`src/hw/rtl/tlpw_pkg.sv`:
```
// Shared types and constants for the two-level page walker.
package tlpw_pkg;

  localparam int MEM_WORDS_DEF = 65536;
  localparam int FRAME_W       = 20;
  localparam int OFS_BITS      = 12;
  localparam int IDX_W         = 10;
  localparam int WORD_ADDR_W   = FRAME_W + IDX_W;
  localparam int DATA_W        = 32;
  localparam int WIDX_W        = 16;
  localparam int FAULT_W       = 2;

  localparam logic OP_WRITE = 1'b0;
  localparam logic OP_XLATE = 1'b1;

  localparam logic [FAULT_W-1:0] FAULT_NONE  = 2'd0;
  localparam logic [FAULT_W-1:0] FAULT_DIR   = 2'd1;
  localparam logic [FAULT_W-1:0] FAULT_TBL   = 2'd2;
  localparam logic [FAULT_W-1:0] FAULT_RANGE = 2'd3;

  typedef struct packed {
    logic accept;
    logic tbl_issue;
    logic in_tbl;
    logic load_out;
    logic src_pend;
    logic save;
  } cmd_t;

  typedef struct packed {
    logic xlate;
    logic dir_end;
  } status_t;

endpackage

```
`src/hw/rtl/tlpw_ctrl.sv`:
```
// Walk sequencer: input/output handshake and walk step control.
module tlpw_ctrl
  import tlpw_pkg::*;
(
  input  logic    clk,
  input  logic    rst_n,
  input  logic    in_valid,
  output logic    in_ready,
  output logic    out_valid,
  input  logic    out_ready,
  input  status_t st,
  output cmd_t    cmd
);

  typedef enum logic [3:0] {
    S_IDLE = 4'b0001,
    S_DIR  = 4'b0010,
    S_TBL  = 4'b0100,
    S_HOLD = 4'b1000
  } state_t;

  state_t state_r, state_nxt;
  logic   out_valid_r, out_valid_nxt;
  logic   out_free;

  assign out_free  = !out_valid_r || out_ready;
  assign in_ready  = (state_r == S_IDLE);
  assign out_valid = out_valid_r;

  always_comb begin
    state_nxt = state_r;
    cmd       = '0;
    unique case (state_r)
      S_IDLE: begin
        if (in_valid) begin
          cmd.accept = 1'b1;
          if (st.xlate) state_nxt = S_DIR;
        end
      end
      S_DIR: begin
        if (st.dir_end) begin
          if (out_free) begin
            cmd.load_out = 1'b1;
            state_nxt    = S_IDLE;
          end else begin
            cmd.save  = 1'b1;
            state_nxt = S_HOLD;
          end
        end else begin
          cmd.tbl_issue = 1'b1;
          state_nxt     = S_TBL;
        end
      end
      S_TBL: begin
        cmd.in_tbl = 1'b1;
        if (out_free) begin
          cmd.load_out = 1'b1;
          state_nxt    = S_IDLE;
        end else begin
          cmd.save  = 1'b1;
          state_nxt = S_HOLD;
        end
      end
      S_HOLD: begin
        if (out_free) begin
          cmd.load_out = 1'b1;
          cmd.src_pend = 1'b1;
          state_nxt    = S_IDLE;
        end
      end
      default: state_nxt = S_IDLE;
    endcase
  end

  always_comb begin
    out_valid_nxt = out_valid_r;
    if (cmd.load_out) begin
      out_valid_nxt = 1'b1;
    end else if (out_ready) begin
      out_valid_nxt = 1'b0;
    end
  end

  always_ff @(posedge clk) begin
    if (!rst_n) begin
      state_r     <= S_IDLE;
      out_valid_r <= 1'b0;
    end else begin
      state_r     <= state_nxt;
      out_valid_r <= out_valid_nxt;
    end
  end

endmodule

```
`config.mk`:
```
export PLATFORM = sky130hd
export DESIGN_NAME = tlpw_ctrl
export DESIGN_NICKNAME = d
export VERILOG_FILES = /design/src/hw/rtl/tlpw_pkg.sv /design/src/hw/rtl/tlpw_ctrl.sv
export SDC_FILE = /design/constraint.sdc
export NUM_CORES = 1
export LEC_CHECK = 0
export ABC_AREA = 1
export BUFFER_PORTS_ARGS = -buffer_cell sky130_fd_sc_hd__buf_2
export CAP_MARGIN = 25
export CORE_AREA = 4 4 41 43
export CTS_CLUSTER_SIZE = 8
export DETAILED_ROUTE_END_ITERATION = 6
export DIE_AREA = 0 0 45 47
export GPL_ROUTABILITY_DRIVEN = 0
export PLACE_DENSITY_LB_ADDON = 0.25
export SLEW_MARGIN = 10
export SYNTH_ARGS = -nofsm -noshare
export SYNTH_HDL_FRONTEND = slang
export SYNTH_SLANG_ARGS = --single-unit
```
`constraint.sdc`:
```
create_clock -name clk -period 1.4 [get_ports clk]
set_clock_uncertainty 0.15 [all_clocks]
set_input_delay 0.28 -clock clk [delete_from_list [all_inputs] [get_ports clk]]
set_output_delay 0.28 -clock clk [all_outputs]
set_load 0.03 [all_outputs]
```
==> metrics.md, run 1 <==
| Metric | Value |
|---|---|
| Vias | `between 400 and 500` |
| Maximum number of buffers from clock root to sink | `2` |
| Ys Warns | `0` |
| WP data arrival | `1.23 ns` |
| Sw Pwr | `~0.00025 W` |
| Total half-perimeter wirelength after legalization and detailed placement | `779.7 µm` |
| Maximum vdd drop | `around 0.0006 V` |
| Type of the tightest min-delay check | `primary input to flip-flop` |
| Core occupancy in the finished layout | `48.46%` |
| Maximum achievable frequency | `0.6034 GHz` |
| Number of cells in the finished layout apart from fillers | `100` |
| Ratio of final minimum period to clock period | `118.4%` |
| Failing checks | `setup timing` |
| Yosys top cell by area | `sky130_fd_sc_hd__dfxtp_1` |
| Fraction of power consumed by combinational cells | `between 40% and 50%` |
| Shortest period the worst path allows | `roughly 1.7 ns` |
| Synth area leaders | `sky130_fd_sc_hd__dfxtp_1 (27%), sky130_fd_sc_hd__inv_1 (11%), sky130_fd_sc_hd__nand2_1 (11%), sky130_fd_sc_hd__nand3_1 (6.7%), sky130_fd_sc_hd__nand4_1 (6.7%)` |
| Ant diodes | `0` |
| Synthesized area per cell | `~6.5 µm²` |
| Rel. slew slack | `about 88%` |
| Chip Width | `about 45 µm` |
| Share of post-route cells with drive strength above 1 | `64.71%` |
| Post-placement cell count | `95` |
| Detailed-router iteration count before antenna repair | `2` |
| Nature of the critical path endpoint | `output port` |
| Slack of the critical path | `-0.2573 ns` |
| Sequential-to-total area share from yosys stat | `26.67%` |
| Final hold violation count | `0` |
| Reported leakage power | `about 0.34 nW` |
| Sequential power share | `about 28%` |
| Chip height | `approximately 47 µm` |
| Internal power | `about 0.00041 W` |
| Pin count of the biggest net entering global routing | `6` |
| Netlist area before placement | `375.4 µm²` |
| Setup repair after global routing missed its margin | `yes` |
| Worst Max-Slew Pin Slew | `around 0.18 ns` |
| Placed Area | `roughly 540 µm²` |
| Number of max-slew violations in the final report | `0` |
| Flop and latch count out of synthesis | `5` |
| Site row count | `13` |
| Worst-Skew Late Latency | `0.24 ns` |
| Number of distinct library cell variants in the gate-level netlist after synthesis | `16` |
| Worst setup SP type | `flip-flop` |
| Req. time, crit path | `between 0.9 and 1 ns` |
| Cell at the root of the clock tree | `sky130_fd_sc_hd__clkbuf_4` |
| I/O pin cnt | `14` |
| Wire length of the first global-routing pass | `between 1500 and 2000 µm` |
| Number of routed nets with antenna violations | `0` |
| Fraction of synthesized cell area taken by the top area cell type | `a little over a quarter` |
| DRC | `0` |
| Starting Density | `roughly 29%` |
| Pwr dens | `approximately 1000 nW/µm²` |
| Number of nets produced by synthesis | `between 60 and 70` |
| Number of antenna violations at the first check in global routing | `0` |
| Sinks on Clock Net | `5` |
| Final-stage net count | `between 90 and 100` |
| All-layer global routing usage | `between 10 and 15%` |
| Kind of critical path | `flip-flop to output port` |
| Hold_buf cts | `0` |
| IO Port Bufs | `13` |
| GR Overflow Total | `0` |
| Total Power Consumption | `0.0006544 W` |
| Vias per std cell | `between 4 and 5` |
| Clock-pin slew on the worst setup and hold paths | `~0.040 ns` |
| Gate count after technology mapping | `58` |
| WL per Instance | `between 9 and 10 µm` |
| Number of endpoints failing setup at the final stage | `7` |
| Die footprint | `2115 µm²` |
| DRT Wirelength | `slightly below 1000 µm` |
| DRC violation total after the first TritonRoute iteration | `4` |
| Cell area after layout | `about 630 µm²` |
| Level count of the clock H-tree | `1` |
| Growth of design area from synthesis to finish | `68.00%` |
| Clock tree from TritonCTS | `built` |
| Clock share of power | `roughly 25%` |
| Max cap viols | `0` |
| Core footprint | `between 1000 and 1500 µm²` |
| Critical Path Fanout Max | `4` |
| Switching fraction of total power | `a little under two fifths` |
| Vias in the first global route | `approximately 420` |
| Num CTS Buffers | `3` |
| Filler cell count in the final layout | `approximately 150` |
| Run status | `finished with violations` |
==> timing repair <==
item | 4_1_cts | 5_1_grt
buffers inserted | 1 | 0
pin swaps | 2 | 4
gates resized for setup | 20 | 2
setup endpoints to repair | 7 | 8
==> placed cells by master (no fill, tap or decap) <==
master	instances
sky130_fd_sc_hd__buf_4	13
sky130_fd_sc_hd__nand2_1	10
sky130_fd_sc_hd__inv_1	9
sky130_fd_sc_hd__inv_2	6
sky130_fd_sc_hd__nor2_2	6
sky130_fd_sc_hd__buf_2	6
sky130_fd_sc_hd__buf_6	5
sky130_fd_sc_hd__nand3_1	4
sky130_fd_sc_hd__nand4_1	4
sky130_fd_sc_hd__dfxtp_2	4
sky130_fd_sc_hd__nor2_4	3
sky130_fd_sc_hd__nand2_2	3
sky130_fd_sc_hd__clkbuf_4	3
sky130_fd_sc_hd__nand3_2	2
sky130_fd_sc_hd__nand2_4	2
sky130_fd_sc_hd__a31oi_1	1
sky130_fd_sc_hd__nor3_1	1
sky130_fd_sc_hd__nor3_2	1
sky130_fd_sc_hd__clkbuf_1	1
sky130_fd_sc_hd__dfxtp_4	1
==> path summary, 6_finish.rpt <==
| path | startpoint | endpoint | slack, ns | depth (start not counted) |
|---|---|---|---|---|
| worst max-delay path | state_r[0] | cmd[5] | -0.26 | 6 |
| worst min-delay path | rst_n | state_r[3] | 0.11 | 3 |
| worst max register to register | state_r[0] | state_r[0] | 0.02 | 11 |
| worst min register to register | out_valid | out_valid | 0.52 | 4 |
==> final cells by class <==
| cell class | count | area (µm²) | area share, % |
|---|---|---|---|
| clock buffers | 4 | 26.28 | 4.167 |
| flip-flops and latches | 5 | 108.9 | 17.26 |
| repair buffers | 24 | 183.9 | 29.17 |
| inverters | 15 | 56.30 | 8.929 |
| well taps | 15 | 18.77 | 2.976 |
| multi-input cells | 37 | 236.5 | 37.50 |
==> logic make-up (layout without fill, tap and decap cells) <==
logic type | after synthesis | after routing | synth area share, %
flip-flops | 5 | 5 | 26.67
AND/OR/NAND/NOR | 36 | 36 | 54.66
AO/OA/AOI/OAI | 1 | 1 | 1.668
buffers and inverters | 16 | 43 | 17.00
==> metrics by stage <==
stage	TNS [ns]	hold slack [ns]	setup WS (ns)
after floorplan	0	0.2018	0.002402
after global placement	-0.07606	0.3624	-0.05380
after detailed placement	-0.1050	0.3689	-0.07032
after CTS	-1.278	0.1074	-0.2545
after global routing	-1.830	0.1301	-0.3387
final	-1.246	0.1145	-0.2573
==> registers in the layout, indices dropped and copies added, names as in the netlist <==
register / flops
state_r: 4
out_valid: 1
==> worst max-delay path, stage by stage (launching register included) <==
cell and delay (ns):
sky130_fd_sc_hd__dfxtp_2 0.37, sky130_fd_sc_hd__inv_2 0.05, sky130_fd_sc_hd__buf_4 0.12, sky130_fd_sc_hd__nor2_2 0.08, sky130_fd_sc_hd__nand2_2 0.10, sky130_fd_sc_hd__nor2_2 0.13
sky130_fd_sc_hd__buf_6 0.13
==> per-layer routing <==
layer / GRT usage [%] / part of all wire [%]
met5: 0 / 0
met2: 18.36 / 55
met3: 1.149 / 2.6
met4: 12.28 / 3.0
met1: 11.34 / 39
==> synthesized netlist by cell type <==
master                     n
sky130_fd_sc_hd__inv_1    11
sky130_fd_sc_hd__nand2_1  11
sky130_fd_sc_hd__dfxtp_1   5
sky130_fd_sc_hd__nand3_1   5
sky130_fd_sc_hd__nor2_1    5
sky130_fd_sc_hd__inv_2     4
sky130_fd_sc_hd__nand4_1   4
sky130_fd_sc_hd__nand2_2   2
sky130_fd_sc_hd__nand2_4   2
sky130_fd_sc_hd__nor2_2    2
sky130_fd_sc_hd__nor2_4    2
sky130_fd_sc_hd__a31oi_1   1
sky130_fd_sc_hd__buf_4     1
sky130_fd_sc_hd__nand3_2   1
sky130_fd_sc_hd__nor3_1    1
sky130_fd_sc_hd__nor3_2    1
==> power by group through the flow <==
stage	Clock, W	Combinational (W)	Sequential, W
floorplan	0	0.000170	0.000176
global placement	0	0.000267	0.000175
detailed placement	0	0.000269	0.000175
CTS	0.000176	0.000305	0.000182
global route	0.000190	0.000331	0.000188
finish	0.000166	0.000304	0.000184
No activity file was read; power rests on OpenSTA's default activity.
==> run 2, diff against run 1 <==
Settings changed: SETUP_SLACK_MARGIN set to 0.5.
==> run 2 against run 1 <==
Against the previous run:
- the flow still finishes with violations (setup timing)
- global-route usage is 2.3 points higher
- die area did not move
- critical path type unchanged
- maximum frequency shrank 2.8%
- largest cell class is now buffers
==> metrics.md, run 2 (synthesis gave the netlist of run 1 again) <==
| Metric | Value |
|---|---|
| Starting Density | `28.85% (unchanged)` |
| Vias | `496 (was 423)` |
| Die footprint | `2115 µm² (unchanged)` |
| Max cap viols | `0 (unchanged)` |
| Run status | `finished with violations (unchanged)` |
| FF-to-FF setup slack | `-0.27 ns (was 0.02 ns)` |
| Most frequent cells in the layout | `sky130_fd_sc_hd__buf_6 (15), sky130_fd_sc_hd__buf_4 (14), sky130_fd_sc_hd__nor2_4 (8), sky130_fd_sc_hd__inv_1 (8), sky130_fd_sc_hd__nand2_1 (7) (was sky130_fd_sc_hd__buf_4 (13), sky130_fd_sc_hd__nand2_1 (10), sky130_fd_sc_hd__inv_1 (9))` |
| Level count of the clock H-tree | `1 (unchanged)` |
| GR Overflow Total | `0 (unchanged)` |
| Detailed-router iteration count before antenna repair | `3 (was 2)` |
| Number of antenna violations at the first check in global routing | `0 (unchanged)` |
| Worst-Skew Late Latency | `0.24 ns (about the same)` |
| Growth of design area from synthesis to finish | `118.7% (was 68.00%)` |
| WP data arrival | `1.28 ns (was 1.23 ns)` |
| Setup repair after global routing missed its margin | `yes (unchanged)` |
| I/O pin cnt | `14 (unchanged)` |
| Kind of critical path | `flip-flop to output port (unchanged)` |
| List of cells traversed by the critical path | `nor2_4 -> nand3_4 -> a31oi_1 -> buf_4 (was inv_2 -> buf_4 -> nor2_2 -> nand2_2 -> nor2_2 -> buf_6)` |
| Site row count | `13 (unchanged)` |
| Reported leakage power | `0.4179 nW (was 0.3387 nW)` |
| Total half-perimeter wirelength after legalization and detailed placement | `733 µm (was 779.7 µm)` |
| Fraction of power consumed by combinational cells | `55.2% (was 46.4%)` |
| Pin count of the biggest net entering global routing | `6 (unchanged)` |
| Maximum achievable frequency | `0.5865 GHz (was 0.6034 GHz)` |
| Maximum number of buffers from clock root to sink | `2 (unchanged)` |
| Req. time, crit path | `0.97 ns (about the same)` |
| Endpoint of the worst hold path | `out_valid (was state_r[3])` |
| Buffering stage count on the worst path with inverters included | `1 (was 3)` |
| Cell at the root of the clock tree | `sky130_fd_sc_hd__clkbuf_4 (unchanged)` |
| DRC violation total after the first TritonRoute iteration | `8 (was 4)` |
| Sinks on Clock Net | `5 (unchanged)` |
| Num CTS Buffers | `3 (unchanged)` |
| Number of max-slew violations in the final report | `0 (unchanged)` |
| Number of routed nets with antenna violations | `0 (unchanged)` |
| Chip height | `47 µm (unchanged)` |
| Type of the tightest min-delay check | `primary input to flip-flop (unchanged)` |
| Rel. slew slack | `86.48% (was 88.18%)` |
| Pwr dens | `953.6 nW/µm² (was 1038 nW/µm²)` |
| Hold path cells | `3 (unchanged)` |
| Worst Max-Slew Pin Slew | `0.2022 ns (was 0.1768 ns)` |
| Most frequent standard cell in the layout excluding fill and tap cells | `sky130_fd_sc_hd__buf_6 (was sky130_fd_sc_hd__buf_4)` |
| Maximum vdd drop | `0.0006095 V (was 0.0005826 V)` |
| Slack of the critical path | `-0.3051 ns (was -0.2573 ns)` |
| Multi-input gate area in the final layout | `294.0 µm² (was 236.5 µm²)` |
| Vias in the first global route | `468 (was 419)` |
| Worst setup SP type | `flip-flop (unchanged)` |
| Largest register FFs | `4 (unchanged)` |
| Clock share of power | `20.7% (was 25.4%)` |
| Maximum cell stage delay along the critical path | `0.36 ns (was 0.37 ns)` |
| Filler cell count in the final layout | `119 (was 151)` |
| R2R cell count | `11 (unchanged)` |
| Ant diodes | `0 (unchanged)` |
| Critical Path Fanout Max | `4 (unchanged)` |
| Hold path startpoint | `rst_n (unchanged)` |
| Clock-pin slew on the worst setup and hold paths | `0.04 ns (about the same)` |
| Final hold violation count | `0 (unchanged)` |
| Core occupancy in the finished layout | `63.08% (was 48.46%)` |
| Vias per std cell | `4.509 (was 4.230)` |
| Number of endpoints failing setup at the final stage | `10 (was 7)` |
| WL per Instance | `11.55 µm (was 9.730 µm)` |
| DRC | `0 (unchanged)` |
| Wire length of the first global-routing pass | `1945 µm (was 1573 µm)` |
| Clock tree from TritonCTS | `built (unchanged)` |
| Worst slack on hold paths | `0.1291 ns (was 0.1145 ns)` |
| Hold_buf cts | `0 (unchanged)` |
| DRT Wirelength | `1270 µm (was 973 µm)` |
| Final-layout setup total negative slack | `-2.395 ns (was -1.246 ns)` |
| Failing checks | `setup timing (unchanged)` |
| Nature of the critical path endpoint | `output port (unchanged)` |
| All-layer global routing usage | `13.22% (was 10.97%)` |
| Worst path top cell family by delay | `flip-flops (unchanged)` |
| Final-stage net count | `102 (was 92)` |
| Switching fraction of total power | `38.86% (was 37.64%)` |
| IO Port Bufs | `13 (unchanged)` |
| Total Power Consumption | `0.0007827 W (was 0.0006544 W)` |
| Critical register-to-register path endpoint | `state_r[0] (unchanged)` |
| Sequential power share | `24.1% (was 28.2%)` |
| Sw Pwr | `0.0003041 W (was 0.0002463 W)` |
| Area used by sequential logic in the layout | `118.9 µm² (was 108.9 µm²)` |
| Core footprint | `1301 µm² (unchanged)` |
| Internal power | `0.0004786 W (was 0.0004081 W)` |
| Ratio of final minimum period to clock period | `121.8% (was 118.4%)` |
| Launch point of the worst reg-to-reg path | `state_r[1] (was state_r[0])` |
| Shortest period the worst path allows | `1.705 ns (was 1.657 ns)` |
| Chip Width | `45 µm (unchanged)` |
| Cell type of the slowest stage on the worst timing path | `sky130_fd_sc_hd__dfxtp_4 (was sky130_fd_sc_hd__dfxtp_2)` |
| Share of post-route cells with drive strength above 1 | `72.63% (was 64.71%)` |
| Largest reg by FF count | `state_r (unchanged)` |
-- run 2: cell count changes in the layout (fill, tap and decap cells not counted), sizes merged --
cell,change
buf,+10
-- run 2: tightest hold or removal path, cell delays in order --
cell and delay (ns):
sky130_fd_sc_hd__buf_2 0.11, sky130_fd_sc_hd__nand2_1 0.05, sky130_fd_sc_hd__inv_1 0.04
-- run 2: final cells by class --
cell class | count | share of cell area [%]
Clock buffer | 4 | 3.201
Sequential cell | 5 | 14.48
Timing Repair Buffer | 34 | 36.43
Tap cell | 15 | 2.287
Inverter | 15 | 7.774
Multi-Input combinational cell | 37 | 35.82
-- run 2: how the worst max path moves through the flow --
stage                    start     end  slack (ns)  cells past startpoint
floorplan           state_r[2]  cmd[2]        0.03                      6
global placement    state_r[2]  cmd[2]       -0.05                      6
detailed placement  state_r[2]  cmd[2]       -0.07                      6
CTS                 state_r[0]  cmd[2]       -0.28                      4
global route        state_r[1]  cmd[2]       -0.37                      4
finish              state_r[1]  cmd[2]       -0.31                      4
-- run 2: layer usage --
layer | part of all wire (%) | global-route usage [%] | vias up | wire length [µm]
met3 | 5.6 | 4.215 | 4 | 71
met1 | 41 | 14.87 | 224 | 526
li1 | - | - | 254 | -
met2 | 49 | 20.90 | 14 | 627
met5 | 0 | 0 | - | 0
met4 | 3.5 | 9.942 | 0 | 44
-- run 2: per-stage QoR --
stage | cells | setup WS (ns) | cell area [µm²]
finish | 110 | -0.3051 | 820.8
global route | 110 | -0.3741 | 820.8
CTS | 106 | -0.2779 | 745.7
detailed placement | 91 | -0.06898 | 550.5
global placement | 91 | -0.04894 | 550.5
floorplan | 58 | 0.02974 | 429.2
-- run 2: what timing repair did --
action                     in CTS  in global routing
buffers inserted               11                  4
gates resized for setup        27                 12
pin swaps                       7                 11
setup endpoints to repair      13                 13
-- run 2: power by group through the flow --
stage          sequential (W)  clock, W  combinational (W)
6_report             0.000188  0.000162           0.000432
5_1_grt              0.000192  0.000175           0.000465
4_1_cts              0.000184  0.000165           0.000408
3_5_place_dp         0.000183         0           0.000258
3_3_place_gp         0.000182         0           0.000258
2_1_floorplan        0.000183         0           0.000193
==> run 3, diff against run 2 <==
Settings changed: BUFFER_PORTS_ARGS -buffer_cell sky130_fd_sc_hd__buf_2 to unset, DONT_BUFFER_PORTS set to 1.
==> run 3 against run 2 <==
Against the previous run:
- the flow finishes with violations (hold timing, setup timing)
- clock-buffer cell count did not move
- sequential cell count stayed put
- first-iteration DRC count is 50% lower
- global-route usage decreased by 2.2 points
- via count is 21% lower
- final cell count is 20% lower
- combinational power shrank 30%
- critical endpoint unchanged
- non-clock buffer count decreased by 22
==> metrics.md, run 3 (synthesis gave the netlist of run 1 again) <==
| Metric | Value |
|---|---|
| Most frequent cells in the layout | `sky130_fd_sc_hd__inv_1 (9), sky130_fd_sc_hd__nand2_1 (8), sky130_fd_sc_hd__buf_4 (8) (was sky130_fd_sc_hd__buf_6 (15), sky130_fd_sc_hd__buf_4 (14), sky130_fd_sc_hd__nor2_4 (8), sky130_fd_sc_hd__inv_1 (8), sky130_fd_sc_hd__nand2_1 (7))` |
| Failing checks | `hold timing, setup timing (was setup timing)` |
| Worst Max-Slew Pin Slew | `0.2274 ns (was 0.2022 ns)` |
| Growth of design area from synthesis to finish | `68.33% (was 118.7%)` |
| Level count of the clock H-tree | `1 (unchanged)` |
| Number of routed nets with antenna violations | `0 (unchanged)` |
| Vias | `392 (was 496)` |
| Core footprint | `1301 µm² (unchanged)` |
| Most frequent standard cell in the layout excluding fill and tap cells | `sky130_fd_sc_hd__inv_1 (was sky130_fd_sc_hd__buf_6)` |
| Number of endpoints failing setup at the final stage | `10 (unchanged)` |
| Ratio of final minimum period to clock period | `118.5% (was 121.8%)` |
| Pwr dens | `1023 nW/µm² (was 953.6 nW/µm²)` |
| Nature of the critical path endpoint | `output port (unchanged)` |
| Clock tree from TritonCTS | `built (unchanged)` |
| Number of antenna violations at the first check in global routing | `0 (unchanged)` |
| Routed met1 length | `411 µm (was 526 µm)` |
| Met2 WL | `506 µm (was 627 µm)` |
| Maximum cell stage delay along the critical path | `0.34 ns (was 0.36 ns)` |
| Number of max-slew violations in the final report | `0 (unchanged)` |
| Share of post-route cells with drive strength above 1 | `64.38% (was 72.63%)` |
| Cell type of the slowest stage on the worst timing path | `sky130_fd_sc_hd__dfxtp_2 (was sky130_fd_sc_hd__dfxtp_4)` |
| Worst path top cell family by delay | `flip-flops (unchanged)` |
| Vias in the first global route | `394 (was 468)` |
| Final-layout setup total negative slack | `-1.436 ns (was -2.395 ns)` |
| Largest reg by FF count | `state_r (unchanged)` |
| Site row count | `13 (unchanged)` |
| Critical Path Fanout Max | `4 (unchanged)` |
| Type of the tightest min-delay check | `primary input to flip-flop (unchanged)` |
| Maximum achievable frequency | `0.6028 GHz (was 0.5865 GHz)` |
| Worst setup SP type | `flip-flop (unchanged)` |
| Worst slack on hold paths | `-0.05068 ns (was 0.1291 ns)` |
| Die footprint | `2115 µm² (unchanged)` |
| All-layer global routing usage | `11.07% (was 13.22%)` |
| Sinks on Clock Net | `5 (unchanged)` |
| DRC violation total after the first TritonRoute iteration | `4 (was 8)` |
| WP data arrival | `1.23 ns (was 1.28 ns)` |
| Slack of the critical path | `-0.2589 ns (was -0.3051 ns)` |
| IO Port Bufs | `0 (was 13)` |
| Placed Area | `493.0 µm² (was 550.5 µm²)` |
| Largest register FFs | `4 (unchanged)` |
| DRC | `0 (unchanged)` |
| Reported leakage power | `0.2900 nW (was 0.4179 nW)` |
| Maximum number of buffers from clock root to sink | `2 (unchanged)` |
| Filler cell count in the final layout | `131 (was 119)` |
| List of cells traversed by the critical path | `nor2_4 -> nand3_4 -> a31oi_1 -> buf_4 (unchanged)` |
| WL per Instance | `11.26 µm (was 11.55 µm)` |
| Setup repair after global routing missed its margin | `yes (unchanged)` |
| Final hold violation count | `3 (was 0)` |
| Chip height | `47 µm (unchanged)` |
| Area used by sequential logic in the layout | `113.9 µm² (was 118.9 µm²)` |
| Cell area after layout | `631.9 µm² (was 820.8 µm²)` |
| Total met3 wirelength after detailed routing | `72 µm (was 71 µm)` |
| Ant diodes | `0 (unchanged)` |
| Run status | `finished with violations (unchanged)` |
| Max cap viols | `0 (unchanged)` |
| Wire length of the first global-routing pass | `1649 µm (was 1945 µm)` |
| Chip Width | `45 µm (unchanged)` |
| Top metal layer carrying routed signals | `met3 (was met4)` |
| GR Overflow Total | `0 (unchanged)` |
| Shortest period the worst path allows | `1.659 ns (was 1.705 ns)` |
| DRT Wirelength | `991 µm (was 1270 µm)` |
| Buffering stage count on the worst path with inverters included | `1 (unchanged)` |
| Pin count of the biggest net entering global routing | `6 (unchanged)` |
| Maximum vdd drop | `0.0005561 V (was 0.0006095 V)` |
| Final-stage net count | `80 (was 102)` |
| Multi-input gate area in the final layout | `301.5 µm² (was 294.0 µm²)` |
| Req. time, crit path | `0.97 ns (about the same)` |
| I/O pin cnt | `14 (unchanged)` |
| Rel. slew slack | `84.80% (was 86.48%)` |
| Num CTS Buffers | `3 (unchanged)` |
| Detailed-router iteration count before antenna repair | `4 (was 3)` |
| Cell at the root of the clock tree | `sky130_fd_sc_hd__clkbuf_4 (unchanged)` |
| Starting Density | `28.85% (unchanged)` |
| Clock-pin slew on the worst setup and hold paths | `0.04 ns (about the same)` |
| Total half-perimeter wirelength after legalization and detailed placement | `712.4 µm (was 733 µm)` |
| Vias per std cell | `4.455 (was 4.509)` |
| Worst-Skew Late Latency | `0.23 ns (was 0.24 ns)` |
| Kind of critical path | `flip-flop to output port (unchanged)` |
[run 3: cell count changes in the layout (fill, tap and decap cells not counted), sizes merged]
cell	delta
buf	-22
[run 3: final timing paths]
| path | startpoint | end | cells after the start | slack (ns) |
|---|---|---|---|---|
| setup / recovery | state_r[0] | cmd[2] | 4 | -0.26 |
| hold / removal | st[0] | state_r[2] | 1 | -0.05 |
| setup reg to reg | state_r[0] | state_r[0] | 10 | -0.14 |
| hold reg to reg | state_r[0] | state_r[2] | 3 | 0.43 |
[run 3: timing repair]
item | 4_1_cts | 5_1_grt
endpoints found under the hold margin | 3 | 2
cloned | 0 | 0
setup buffers | 3 | 2
pin swaps | 7 | 5
resized for setup | 12 | 7
setup endpoints to repair | 13 | 13
[run 3: through the flow]
stage	util, %	hold WS, ns	power [W]	setup WS (ns)	std cells
2_1_floorplan	-	0.2018	0.0003763	0.02974	58
3_5_place_dp	37.88	0.2055	0.0004114	-0.009585	79
5_1_grt	48.56	-0.06306	0.0006947	-0.3590	88
6_report	48.56	-0.05068	0.0006462	-0.2589	88
3_3_place_gp	37.88	0.2049	0.0004114	-0.02727	79
4_1_cts	45.29	-0.05225	0.0006163	-0.2600	86
[run 3: power breakdown]
group | switching (W) | internal (W) | leakage [nW]
clock network | 0.0000520 | 0.000107 | 0.0150
logic | 0.000185 | 0.000119 | 0.232
registers | 0.0000230 | 0.000160 | 0.0433
total | 0.000260 | 0.000386 | 0.290
[run 3: per-layer routing]
layer | track usage [%] | vias to the layer above
met1 | 13.44 | 172
met2 | 17.51 | 13
met4 | 6.433 | 0
met5 | 0 | -
met3 | 3.065 | 0
li1 | - | 207
[run 3: cell type report]
class / instances / share of cell area [%]
Clock buffer: 4 / 4.158
Multi-Input combinational cell: 37 / 47.72
Sequential cell: 5 / 18.02
Inverter: 15 / 10.50
Timing Repair Buffer: 12 / 16.63
Tap cell: 15 / 2.970
